File: src/rtl/core/bilw_pkg.sv
// shared types, constants and opcode tables for the bytecode length walker
package bilw_pkg;

    // offset counter width; the counter wraps at this many bits
    localparam int unsigned OFFSET_BITS = 32;

    localparam int unsigned OPCODE_COUNT = 181;
    localparam int unsigned LEN_BITS     = 25;
    localparam int unsigned ACC_BITS     = 24;

    localparam logic [LEN_BITS-1:0] LEN_MAX = '1;

    // opcodes with a variable length rule
    localparam logic [7:0] OP_SCAN_HDR3      = 8'd37;
    localparam logic [7:0] OP_SCAN           = 8'd51;
    localparam logic [7:0] OP_FIELD16        = 8'd89;
    localparam logic [7:0] OP_FIELD8         = 8'd90;
    localparam logic [7:0] OP_FIELD16_HDR    = 8'd105;
    localparam logic [7:0] OP_FIELD8_HDR     = 8'd106;
    localparam logic [7:0] OP_SCAN_HDR4      = 8'd118;
    localparam logic [7:0] OP_HIDDEN_STR     = 8'd152;
    localparam logic [7:0] OP_FIELD24        = 8'd161;
    localparam logic [7:0] OP_FIELD24_HDR    = 8'd162;
    localparam logic [7:0] OP_THREAD_STATICS = 8'd179;

    typedef enum logic [2:0] {
        ST_OK         = 3'd0,
        ST_BAD_OPCODE = 3'd1,
        ST_ZERO_SIZE  = 3'd2,
        ST_SHORT_LEN  = 3'd3,
        ST_TRUNCATED  = 3'd4
    } status_t;

    typedef enum logic [1:0] {
        KIND_NONE,
        KIND_LEN,
        KIND_SCAN
    } rule_kind_t;

    typedef struct packed {
        rule_kind_t kind;
        logic [2:0] hdr;   // header bytes, opcode included
        logic [1:0] fpos;  // first byte of the length field
        logic [1:0] fnum;  // bytes in the length field
        logic [2:0] add;   // added to the field
        logic       dbl;   // field doubled
    } var_rule_t;

    // one byte of the code stream held in the input register
    typedef struct packed {
        logic       valid;
        logic [7:0] code_byte;
        logic       last_byte;
    } item_t;

    typedef struct packed {
        logic [31:0]         start_offset;
        logic [LEN_BITS-1:0] instr_length;
        logic [7:0]          opcode_value;
        status_t             status;
    } result_t;

    // fixed instruction lengths; zero means variable length or invalid
    localparam logic [3:0] LEN_TAB [OPCODE_COUNT] = '{
        4'd1, 4'd1, 4'd1, 4'd3, 4'd3, 4'd1, 4'd1, 4'd1, 4'd1, 4'd1,
        4'd1, 4'd3, 4'd2, 4'd3, 4'd1, 4'd1, 4'd1, 4'd1, 4'd1, 4'd3,
        4'd2, 4'd1, 4'd9, 4'd1, 4'd1, 4'd2, 4'd3, 4'd4, 4'd2, 4'd3,
        4'd4, 4'd2, 4'd3, 4'd4, 4'd1, 4'd1, 4'd3, 4'd0, 4'd2, 4'd2,
        4'd2, 4'd3, 4'd2, 4'd1, 4'd2, 4'd2, 4'd1, 4'd1, 4'd3, 4'd1,
        4'd1, 4'd0, 4'd3, 4'd3, 4'd3, 4'd3, 4'd3, 4'd3, 4'd3, 4'd0,
        4'd3, 4'd3, 4'd3, 4'd3, 4'd3, 4'd1, 4'd1, 4'd1, 4'd1, 4'd1,
        4'd1, 4'd4, 4'd1, 4'd1, 4'd1, 4'd3, 4'd2, 4'd3, 4'd3, 4'd3,
        4'd2, 4'd3, 4'd3, 4'd3, 4'd1, 4'd1, 4'd3, 4'd2, 4'd3, 4'd0,
        4'd0, 4'd3, 4'd2, 4'd3, 4'd3, 4'd2, 4'd3, 4'd5, 4'd3, 4'd3,
        4'd1, 4'd11, 4'd1, 4'd3, 4'd3, 4'd0, 4'd0, 4'd3, 4'd2, 4'd3,
        4'd1, 4'd3, 4'd2, 4'd4, 4'd4, 4'd1, 4'd3, 4'd5, 4'd0, 4'd1,
        4'd1, 4'd1, 4'd1, 4'd3, 4'd3, 4'd0, 4'd4, 4'd1, 4'd9, 4'd3,
        4'd1, 4'd1, 4'd1, 4'd3, 4'd5, 4'd1, 4'd1, 4'd1, 4'd1, 4'd1,
        4'd1, 4'd1, 4'd1, 4'd1, 4'd3, 4'd1, 4'd3, 4'd1, 4'd1, 4'd3,
        4'd4, 4'd4, 4'd0, 4'd5, 4'd1, 4'd1, 4'd1, 4'd1, 4'd1, 4'd0,
        4'd0, 4'd0, 4'd0, 4'd2, 4'd1, 4'd1, 4'd4, 4'd4, 4'd1, 4'd1,
        4'd1, 4'd1, 4'd1, 4'd3, 4'd3, 4'd3, 4'd3, 4'd3, 4'd1, 4'd0,
        4'd1
    };

    function automatic logic [3:0] len_of(input logic [7:0] op);
        logic [3:0] len;
        if (op >= 8'(OPCODE_COUNT)) begin
            len = 4'd0;
        end
        else begin
            len = LEN_TAB[op];
        end
        return len;
    endfunction

    function automatic var_rule_t rule_of(input logic [7:0] op);
        var_rule_t r;
        r = '{kind: KIND_NONE, hdr: 3'd1, fpos: 2'd0, fnum: 2'd0, add: 3'd0, dbl: 1'b0};
        unique case (op)
            OP_FIELD16:
            begin
                r = '{kind: KIND_LEN, hdr: 3'd3, fpos: 2'd1, fnum: 2'd2, add: 3'd0, dbl: 1'b0};
            end
            OP_FIELD8:
            begin
                r = '{kind: KIND_LEN, hdr: 3'd2, fpos: 2'd1, fnum: 2'd1, add: 3'd0, dbl: 1'b0};
            end
            OP_FIELD24:
            begin
                r = '{kind: KIND_LEN, hdr: 3'd4, fpos: 2'd1, fnum: 2'd3, add: 3'd0, dbl: 1'b0};
            end
            OP_FIELD16_HDR:
            begin
                r = '{kind: KIND_LEN, hdr: 3'd3, fpos: 2'd1, fnum: 2'd2, add: 3'd3, dbl: 1'b0};
            end
            OP_FIELD8_HDR:
            begin
                r = '{kind: KIND_LEN, hdr: 3'd2, fpos: 2'd1, fnum: 2'd1, add: 3'd2, dbl: 1'b0};
            end
            OP_FIELD24_HDR:
            begin
                r = '{kind: KIND_LEN, hdr: 3'd4, fpos: 2'd1, fnum: 2'd3, add: 3'd4, dbl: 1'b0};
            end
            OP_HIDDEN_STR:
            begin
                r = '{kind: KIND_LEN, hdr: 3'd4, fpos: 2'd2, fnum: 2'd2, add: 3'd4, dbl: 1'b0};
            end
            OP_THREAD_STATICS:
            begin
                r = '{kind: KIND_LEN, hdr: 3'd3, fpos: 2'd1, fnum: 2'd2, add: 3'd3, dbl: 1'b1};
            end
            OP_SCAN_HDR3:
            begin
                r = '{kind: KIND_SCAN, hdr: 3'd3, fpos: 2'd0, fnum: 2'd0, add: 3'd0, dbl: 1'b0};
            end
            OP_SCAN:
            begin
                r = '{kind: KIND_SCAN, hdr: 3'd1, fpos: 2'd0, fnum: 2'd0, add: 3'd0, dbl: 1'b0};
            end
            OP_SCAN_HDR4:
            begin
                r = '{kind: KIND_SCAN, hdr: 3'd4, fpos: 2'd0, fnum: 2'd0, add: 3'd0, dbl: 1'b0};
            end
            default:
            begin
                r.kind = KIND_NONE;
            end
        endcase
        return r;
    endfunction

    // low 32 bits of an offset, zero extended when the counter is narrower
    function automatic logic [31:0] offset_to_out(input logic [OFFSET_BITS-1:0] off);
        logic [63:0] wide;
        wide = 64'(off);
        return wide[31:0];
    endfunction

endpackage

File: src/rtl/core/bilw_in_stage.sv
// input register for the code byte stream
module bilw_in_stage (
    input  logic            clk,
    input  logic            rst_n,
    input  logic            code_valid,
    output logic            code_stall,
    input  logic [7:0]      code_byte,
    input  logic            last_byte,
    input  logic            take,
    output bilw_pkg::item_t item
);

    logic       full_reg;
    logic       full_next;
    logic [7:0] byte_reg;
    logic [7:0] byte_next;
    logic       last_reg;
    logic       last_next;
    logic       accept;

    // blocked only while the held byte cannot move on
    assign code_stall = full_reg && !take;
    assign accept     = code_valid && !code_stall;

    always_comb
    begin
        full_next = full_reg;
        byte_next = byte_reg;
        last_next = last_reg;
        if (accept)
        begin
            full_next = 1'b1;
            byte_next = code_byte;
            last_next = last_byte;
        end
        else if (take)
        begin
            full_next = 1'b0;
        end
    end

    always_ff @(posedge clk or negedge rst_n)
    begin
        if (!rst_n)
        begin
            full_reg <= 1'b0;
        end
        else
        begin
            full_reg <= full_next;
        end
    end

    always_ff @(posedge clk)
    begin
        byte_reg <= byte_next;
        last_reg <= last_next;
    end

    assign item = '{valid: full_reg, code_byte: byte_reg, last_byte: last_reg};

endmodule

File: src/rtl/core/bilw_walker.sv
// per-byte walk state and instruction boundary logic
module bilw_walker (
    input  logic              clk,
    input  logic              rst_n,
    input  bilw_pkg::item_t   item,
    input  logic              space,
    output logic              take,
    output logic              res_load,
    output bilw_pkg::result_t res_data
);

    typedef enum logic [1:0] {
        MODE_OPCODE,
        MODE_HEADER,
        MODE_BODY,
        MODE_SCAN
    } walk_mode_t;

    walk_mode_t                         mode_reg;
    walk_mode_t                         mode_next;
    logic [bilw_pkg::OFFSET_BITS-1:0]   pos_reg;
    logic [bilw_pkg::OFFSET_BITS-1:0]   pos_next;
    logic [bilw_pkg::OFFSET_BITS-1:0]   start_reg;
    logic [bilw_pkg::OFFSET_BITS-1:0]   start_next;
    logic [7:0]                         op_reg;
    logic [7:0]                         op_next;
    logic [2:0]                         hidx_reg;
    logic [2:0]                         hidx_next;
    logic [bilw_pkg::ACC_BITS-1:0]      acc_reg;
    logic [bilw_pkg::ACC_BITS-1:0]      acc_next;
    logic [bilw_pkg::LEN_BITS-1:0]      rem_reg;
    logic [bilw_pkg::LEN_BITS-1:0]      rem_next;
    logic [bilw_pkg::LEN_BITS-1:0]      total_reg;
    logic [bilw_pkg::LEN_BITS-1:0]      total_next;

    bilw_pkg::var_rule_t                hdr_rule;
    bilw_pkg::var_rule_t                byte_rule;
    logic [3:0]                         byte_len;
    logic                               byte_bad;
    logic [2:0]                         rel;
    logic                               in_field;
    logic [bilw_pkg::ACC_BITS-1:0]      acc_merged;
    logic [bilw_pkg::LEN_BITS-1:0]      tot;
    logic [bilw_pkg::LEN_BITS-1:0]      hdr_len;
    logic [bilw_pkg::LEN_BITS-1:0]      cnt;
    logic                               fire;
    logic [bilw_pkg::LEN_BITS-1:0]      res_len;
    bilw_pkg::status_t                  res_status;

    assign take = item.valid && space;

    assign hdr_rule  = bilw_pkg::rule_of(op_reg);
    assign byte_rule = bilw_pkg::rule_of(item.code_byte);
    assign byte_len  = bilw_pkg::len_of(item.code_byte);
    assign byte_bad  = item.code_byte >= 8'(bilw_pkg::OPCODE_COUNT);

    // little-endian length field lane
    assign rel      = hidx_reg - 3'(hdr_rule.fpos);
    assign in_field = (hidx_reg >= 3'(hdr_rule.fpos)) && (rel < 3'(hdr_rule.fnum));

    always_comb
    begin
        acc_merged = acc_reg;
        if (in_field)
        begin
            unique case (rel[1:0])
                2'd0:    acc_merged[7:0]   = acc_reg[7:0]   | item.code_byte;
                2'd1:    acc_merged[15:8]  = acc_reg[15:8]  | item.code_byte;
                2'd2:    acc_merged[23:16] = acc_reg[23:16] | item.code_byte;
                default: acc_merged = acc_reg;
            endcase
        end
    end

    assign tot = bilw_pkg::LEN_BITS'(hdr_rule.add)
               + (hdr_rule.dbl ? {acc_merged, 1'b0} : {1'b0, acc_merged});
    assign hdr_len = bilw_pkg::LEN_BITS'(hdr_rule.hdr);

    // scan count saturates at the top of the length range
    assign cnt = (rem_reg == bilw_pkg::LEN_MAX) ? bilw_pkg::LEN_MAX
                                                : rem_reg + bilw_pkg::LEN_BITS'(1);

    always_comb
    begin
        mode_next  = mode_reg;
        pos_next   = pos_reg;
        start_next = start_reg;
        op_next    = op_reg;
        hidx_next  = hidx_reg;
        acc_next   = acc_reg;
        rem_next   = rem_reg;
        total_next = total_reg;
        fire       = 1'b0;
        res_len    = '0;
        res_status = bilw_pkg::ST_OK;
        if (take)
        begin
            unique case (mode_reg)
                MODE_HEADER:
                begin
                    acc_next  = acc_merged;
                    hidx_next = hidx_reg + 3'd1;
                    if (hidx_next >= hdr_rule.hdr)
                    begin
                        if (hdr_rule.kind == bilw_pkg::KIND_SCAN)
                        begin
                            mode_next = MODE_SCAN;
                            rem_next  = hdr_len;
                        end
                        else
                        begin
                            total_next = tot;
                            if (tot < hdr_len)
                            begin
                                fire       = 1'b1;
                                res_len    = tot;
                                res_status = bilw_pkg::ST_SHORT_LEN;
                            end
                            else if (tot == hdr_len)
                            begin
                                fire    = 1'b1;
                                res_len = tot;
                            end
                            else
                            begin
                                mode_next = MODE_BODY;
                                rem_next  = tot - hdr_len;
                            end
                        end
                    end
                end
                MODE_BODY:
                begin
                    if (rem_reg != '0)
                    begin
                        rem_next = rem_reg - bilw_pkg::LEN_BITS'(1);
                    end
                    if (rem_next == '0)
                    begin
                        fire    = 1'b1;
                        res_len = total_reg;
                    end
                end
                MODE_SCAN:
                begin
                    if (item.code_byte == 8'd0)
                    begin
                        fire    = 1'b1;
                        res_len = cnt;
                    end
                    else
                    begin
                        rem_next = cnt;
                    end
                end
                MODE_OPCODE:
                begin
                    start_next = pos_reg;
                    op_next    = item.code_byte;
                    hidx_next  = 3'd1;
                    acc_next   = '0;
                    rem_next   = '0;
                    if (byte_bad)
                    begin
                        fire       = 1'b1;
                        res_len    = bilw_pkg::LEN_BITS'(1);
                        res_status = bilw_pkg::ST_BAD_OPCODE;
                    end
                    else if (byte_len == 4'd1)
                    begin
                        fire    = 1'b1;
                        res_len = bilw_pkg::LEN_BITS'(1);
                    end
                    else if (byte_len > 4'd1)
                    begin
                        mode_next  = MODE_BODY;
                        total_next = bilw_pkg::LEN_BITS'(byte_len);
                        rem_next   = bilw_pkg::LEN_BITS'(byte_len - 4'd1);
                    end
                    else if (byte_rule.kind == bilw_pkg::KIND_NONE)
                    begin
                        fire       = 1'b1;
                        res_len    = bilw_pkg::LEN_BITS'(1);
                        res_status = bilw_pkg::ST_ZERO_SIZE;
                    end
                    else if (byte_rule.kind == bilw_pkg::KIND_SCAN && byte_rule.hdr == 3'd1)
                    begin
                        mode_next = MODE_SCAN;
                        rem_next  = bilw_pkg::LEN_BITS'(1);
                    end
                    else
                    begin
                        mode_next = MODE_HEADER;
                    end
                end
                default:
                begin
                    mode_next = MODE_OPCODE;
                end
            endcase

            // stream ended before the instruction did: report the bytes seen
            if (!fire && item.last_byte)
            begin
                fire       = 1'b1;
                res_status = bilw_pkg::ST_TRUNCATED;
                unique case (mode_next)
                    MODE_HEADER: res_len = bilw_pkg::LEN_BITS'(hidx_next);
                    MODE_BODY:   res_len = total_next - rem_next;
                    default:     res_len = rem_next;
                endcase
            end

            if (fire || item.last_byte)
            begin
                mode_next = MODE_OPCODE;
            end
            if (item.last_byte)
            begin
                pos_next = '0;
            end
            else
            begin
                pos_next = pos_reg + bilw_pkg::OFFSET_BITS'(1);
            end
        end
    end

    always_ff @(posedge clk or negedge rst_n)
    begin
        if (!rst_n)
        begin
            mode_reg  <= MODE_OPCODE;
            pos_reg   <= '0;
            start_reg <= '0;
            op_reg    <= '0;
            hidx_reg  <= '0;
            acc_reg   <= '0;
            rem_reg   <= '0;
            total_reg <= '0;
        end
        else
        begin
            mode_reg  <= mode_next;
            pos_reg   <= pos_next;
            start_reg <= start_next;
            op_reg    <= op_next;
            hidx_reg  <= hidx_next;
            acc_reg   <= acc_next;
            rem_reg   <= rem_next;
            total_reg <= total_next;
        end
    end

    assign res_load = take && fire;
    assign res_data = '{start_offset: bilw_pkg::offset_to_out(start_next),
                        instr_length: res_len,
                        opcode_value: op_next,
                        status:       res_status};

endmodule

File: src/rtl/core/bilw_out_stage.sv
// result register for finished instructions
module bilw_out_stage (
    input  logic                          clk,
    input  logic                          rst_n,
    input  logic                          load,
    input  bilw_pkg::result_t             res_in,
    output logic                          space,
    output logic                          result_valid,
    input  logic                          result_stall,
    output logic [31:0]                   start_offset,
    output logic [bilw_pkg::LEN_BITS-1:0] instr_length,
    output logic [7:0]                    opcode_value,
    output logic [2:0]                    status
);

    logic              valid_reg;
    logic              valid_next;
    bilw_pkg::result_t data_reg;
    bilw_pkg::result_t data_next;

    // room when empty or when the held transaction leaves this cycle
    assign space = !valid_reg || !result_stall;

    always_comb
    begin
        valid_next = valid_reg;
        data_next  = data_reg;
        if (load)
        begin
            valid_next = 1'b1;
            data_next  = res_in;
        end
        else if (!result_stall)
        begin
            valid_next = 1'b0;
        end
    end

    always_ff @(posedge clk or negedge rst_n)
    begin
        if (!rst_n)
        begin
            valid_reg <= 1'b0;
        end
        else
        begin
            valid_reg <= valid_next;
        end
    end

    always_ff @(posedge clk)
    begin
        data_reg <= data_next;
    end

    assign result_valid = valid_reg;
    assign start_offset = data_reg.start_offset;
    assign instr_length = data_reg.instr_length;
    assign opcode_value = data_reg.opcode_value;
    assign status       = data_reg.status;

endmodule

File: src/rtl/core/bytecode_instruction_length_walker_core.sv
// top level of the bytecode instruction length walker
//
// Walks a function's bytecode one byte per transaction and reports each
// instruction boundary as one result transaction: the offset where the
// instruction starts, its length in bytes, its opcode byte and a status
// (ok, bad opcode, zero-size opcode, declared length shorter than the header,
// or stream ended mid-instruction). Bytes that fall inside an instruction give
// no result. Opcodes 0..180 take their length from a fixed table; a handful of
// opcodes read a little-endian length field from the header, double a 16-bit
// count, or skip a header and scan through a zero terminator (scan lengths
// saturate at 2^25-1). A byte flagged with last_byte ends the function: an
// unfinished instruction is reported as truncated and the offset restarts at
// zero. Throughput is one byte per clock, sustained while result_stall is low;
// the walk state updates on each byte, between the input register and the
// result register. A result enters the result register when the walker steps
// on the byte that finishes its instruction. While a finished result waits
// under result_stall the walker steps on no further byte, whether or not that
// byte would end an instruction; the input register then fills and code_stall
// stays high until the result leaves.
module bytecode_instruction_length_walker_core (
    input  logic        clk,
    input  logic        rst_n,

    // code byte transactions
    input  logic        code_valid,
    output logic        code_stall,
    input  logic [7:0]  code_byte,
    input  logic        last_byte,

    // instruction result transactions
    output logic        result_valid,
    input  logic        result_stall,
    output logic [31:0] start_offset,
    output logic [24:0] instr_length,
    output logic [7:0]  opcode_value,
    output logic [2:0]  status
);

    bilw_pkg::item_t   item;
    bilw_pkg::result_t res_data;
    logic              take;
    logic              space;
    logic              res_load;

    // byte held here until the walker can step on it
    bilw_in_stage u_in_stage (
        .clk        (clk),
        .rst_n      (rst_n),
        .code_valid (code_valid),
        .code_stall (code_stall),
        .code_byte  (code_byte),
        .last_byte  (last_byte),
        .take       (take),
        .item       (item)
    );

    // walk state: opcode, header, body or terminator scan
    bilw_walker u_walker (
        .clk      (clk),
        .rst_n    (rst_n),
        .item     (item),
        .space    (space),
        .take     (take),
        .res_load (res_load),
        .res_data (res_data)
    );

    // finished instructions wait here for the consumer
    bilw_out_stage u_out_stage (
        .clk          (clk),
        .rst_n        (rst_n),
        .load         (res_load),
        .res_in       (res_data),
        .space        (space),
        .result_valid (result_valid),
        .result_stall (result_stall),
        .start_offset (start_offset),
        .instr_length (instr_length),
        .opcode_value (opcode_value),
        .status       (status)
    );

`ifndef SYNTHESIS
    // input only backs up when a byte is held and the result register is blocked
    a_stall_cause: assert property (@(posedge clk) disable iff (!rst_n)
        code_stall |-> (item.valid && result_valid && result_stall))
        else $error("code_stall without a blocked result");

    // a bad opcode is always a one-byte instruction above the table
    a_bad_opcode: assert property (@(posedge clk) disable iff (!rst_n)
        (result_valid && status == bilw_pkg::ST_BAD_OPCODE)
        |-> (instr_length == 25'd1 && opcode_value >= 8'(bilw_pkg::OPCODE_COUNT)))
        else $error("bad opcode result with wrong length or opcode");

    // a good instruction always covers at least its opcode byte
    a_ok_length: assert property (@(posedge clk) disable iff (!rst_n)
        (result_valid && status == bilw_pkg::ST_OK) |-> (instr_length != 25'd0))
        else $error("ok result with zero length");

    // a new result only follows a byte that was held in the input register
    a_result_source: assert property (@(posedge clk) disable iff (!rst_n)
        $rose(result_valid) |-> $past(item.valid))
        else $error("result appeared without a code byte");
`endif

endmodule

File: config.mk
export PLATFORM = sky130hd
export DESIGN_NAME = bytecode_instruction_length_walker_core
export DESIGN_NICKNAME = d
export VERILOG_FILES = /design/src/rtl/core/bilw_pkg.sv /design/src/rtl/core/bilw_in_stage.sv /design/src/rtl/core/bilw_walker.sv /design/src/rtl/core/bilw_out_stage.sv /design/src/rtl/core/bytecode_instruction_length_walker_core.sv
export SDC_FILE = /design/constraint.sdc
export NUM_CORES = 1
export LEC_CHECK = 0
export BUFFER_PORTS_ARGS = -buffer_cell sky130_fd_sc_hd__buf_2
export CORE_MARGIN = 2
export CORE_UTILIZATION = 50
export CTS_CLUSTER_SIZE = 20
export DETAILED_ROUTE_END_ITERATION = 12
export GPL_ROUTABILITY_DRIVEN = 0
export PLACE_DENSITY = 0.71
export SYNTH_ARGS = -nofsm -noshare
export SYNTH_HDL_FRONTEND = slang
export SYNTH_HIERARCHICAL = 1
export SYNTH_SLANG_ARGS = --single-unit
export TNS_END_PERCENT = 50
File: constraint.sdc
create_clock -name clk -period 13.7 [get_ports clk]
set_input_delay 1.37 -clock clk [delete_from_list [all_inputs] [get_ports clk]]
set_output_delay 1.37 -clock clk [all_outputs]
set_load 0.05 [all_outputs]
==> metrics.txt <==
met3 track demand over resource 0.0645; Post-CTS Hold Buffers 0; global route total overflow 0; CTS tree done; # rows 67; dpl ws 1.34 ns; Top FF cell, synth dfrtp_1; post-route clock period utilization 0.930; RSZ-0062 raised after global routing no; Routed Antenna Nets 0; total CTS buffers 26; GR Util met2 0.465; layout cell share with drive strength beyond 1 0.128; critical path class reg2reg; largest family of logic cells by synthesized area compound AO/OA/AOI/OAI gates; total of max-cap violations 0; Pwr per Cell Area 210 nW/µm²; post-CTS setup buffer count 0; Worst Path Required 13.99 ns; mean routed wirelength per cell 22.0 µm; slowest cell on the critical path o21ai_2; worst-margin pin slew 1.19 ns; CTS H-Tree Depth 1; Detailed Routing Iterations Pass 1 7; Routed WL 55000 µm; top post-synthesis cells by area dfrtp_1, edfxtp_1, a21oi_1; global-route wire length before repair just under 90000 µm; final max-slew violation count 0; Clock transition at path regs 0.06 ns; clock tree buffer depth 3; post-synthesis compound-gate area fraction 0.236; antenna violations before repair 2; GRT Max-Usage Layer met2; peak supply drop 0.134 mV; critical path capture point type register; Die Ht 189 µm; clock sinks 230; Simple-Gate Fraction of Synth Area 0.210; post-DP HPWL 39500 µm; syn_nets 2100; GRT Util Overall 0.303; Sequential Area 6140 µm²; Area growth syn-to-layout 9.42%; Vias/cell between 6 and 7; Leak Pwr 7.97 nW; EDFF count, synth 77; root buffer cell clkbuf_16; clk_skew between 0.01 and 0.015 ns; largest net degree at the start of global routing 73; largest stage delay on the critical path just over 0.8 ns; Mapped Area between 15000 and 20000 µm²; number of global-route vias before repair 15403; Final setup viols 0; setup ws final slightly below 1 ns; via count 16539; Startpoint Class register; die span in x roughly 190 µm; met1 Use GR 0.416; die area 35700 µm²; max frequency around 80 MHz; Final Net Count between 2000 and 2500; post-CTS sizing 0; Post-Synth Adder-Cell Area 0.0427; most frequent cells after synthesis nand2_1, nor2_1, a21oi_1, dfrtp_1, o21ai_0; worst min-delay path class reg2reg; arrival time worst endpoint about 13 ns; Syn. warnings 6; Syn Area/Cell 8.43 µm²; I/O Pins 83; Slew headroom 0.209; Core ar. 33600 µm²; ANT cells 0; Async S/R FF share, synth 0.665; Yosys cell types between 90 and 100; multi-input logic area 10200 µm²; Syn Inst Count 2031; XOR/XNOR share of the synthesized area 0.0594; number of synthesized register bits 230; Seq/Total Area, Yosys 0.359; critical-path maximum fanout 18; port buffer count 82; Filler cells between 2000 and 3000; status finished, final reports clean; count leader, synth nand2_1; drt drc 0; mux share of post-synthesis cell area 0.0480; final setup TNS 0 ns; most area-hungry cell type in the Yosys netlist dfrtp_1; area share of the largest cell type after synthesis 0.224; Starting DRT DRC Count 2078; Reg2Reg Depth 45; Min-Delay Path Depth 1; Initial Util 0.509; Worst-Skew Late Latency 0.55 ns; Final min period 12.73 ns; final hold viol count 0
==> worst max-delay path, delay by kind of cell (launching register included) <==
| kind | cells | cell delay [ns] |
|---|---|---|
| AO/OA/AOI/OAI | 24 | 6.03 |
| XOR/XNOR | 1 | 0.44 |
| adder cells (fa/ha/maj) | 5 | 1.76 |
| buffers and inverters | 2 | 0.28 |
| flip-flops | 1 | 0.48 |
| multiplexers | 1 | 0.28 |
| AND/OR/NAND/NOR | 12 | 3.14 |
==> area by class of cell <==
| class | instances | area share |
|---|---|---|
| Multi-Input combinational cell | 1600 | 0.547 |
| Sequential cell | 230 | 0.328 |
| Clock buffer | 32 | 0.0381 |
| Timing Repair Buffer | 118 | 0.0367 |
| Tap cell | 448 | 0.0299 |
| Inverter | 61 | 0.0122 |
| Clock inverter | 16 | 0.00835 |
==> worst paths after layout <==
check,startpoint,to,slack (ns)
max,u_walker/op_reg[6],u_out_stage/instr_length[21],0.97
min,u_walker/start_reg[24],u_walker/start_reg[24],0.49
max reg2reg,u_walker/op_reg[6],u_out_stage/instr_length[21],0.97
min reg2reg,u_walker/start_reg[24],u_walker/start_reg[24],0.49
max in group asynchronous,rst_n,u_walker/pos_reg[29],11.18
min in group asynchronous,rst_n,u_walker/rem_reg[11],0.74
==> cell families after synthesis <==
group                    Yosys count
XOR/XNOR                         114
AND/OR/NAND/NOR                  739
AO/OA/AOI/OAI                    618
buffers and inverters            201
flip-flops                       230
multiplexers                      73
adder cells (fa/ha/maj)           56
==> routing by layer <==
metal / vias up / wire length [µm]
met5: - / 26
met4: 4 / 2590
met3: 205 / 6070
met2: 1015 / 24000
met1: 7858 / 22300
li1: 7457 / -
==> stage by stage <==
stage,util,power [mW],instance area (µm²),hold slack (ns),instances
5_1_grt,0.557,4.12,18700,0.510,2505
3_5_place_dp,0.531,3.14,17900,0.481,2457
3_3_place_gp,0.531,3.11,17900,0.479,2457
2_1_floorplan,-,2.59,17100,0.463,2031
6_report,0.557,3.93,18700,0.493,2505
4_1_cts,0.557,3.86,18700,0.498,2505
==> placed cells by master, fill, tap and decap left out, types with 8 or more instances in the layout <==
cell	n
nand2_1	230
nor2_1	178
a21oi_1	174
dfrtp_1	153
o21ai_0	148
buf_2	81
edfxtp_1	77
nand3_1	65
xor2_1	62
inv_1	58
mux2_2	53
ha_1	52
xnor2_1	51
nor3_1	45
a21o_1	37
buf_4	36
a221oi_1	36
nand2b_1	32
a31oi_1	31
clkbuf_16	27
nor4_1	24
and3_1	23
o211ai_1	22
a211oi_1	20
nor2b_1	19
mux2i_1	18
nand4_1	16
or2_2	15
or3_1	15
a22o_1	14
nand3b_1	13
o21a_1	12
a22oi_1	11
and2_1	11
o22ai_1	9
nor3b_1	9
o31ai_1	8
==> power by group <==
part / internal, mW / leakage, nW / switching, mW
registers: 0.860 / 2.85 / 0.150
clock network: 0.411 / 0.418 / 0.298
logic: 0.694 / 4.70 / 1.51
total: 1.96 / 7.97 / 1.96
No activity file was read; power rests on OpenSTA's default activity.
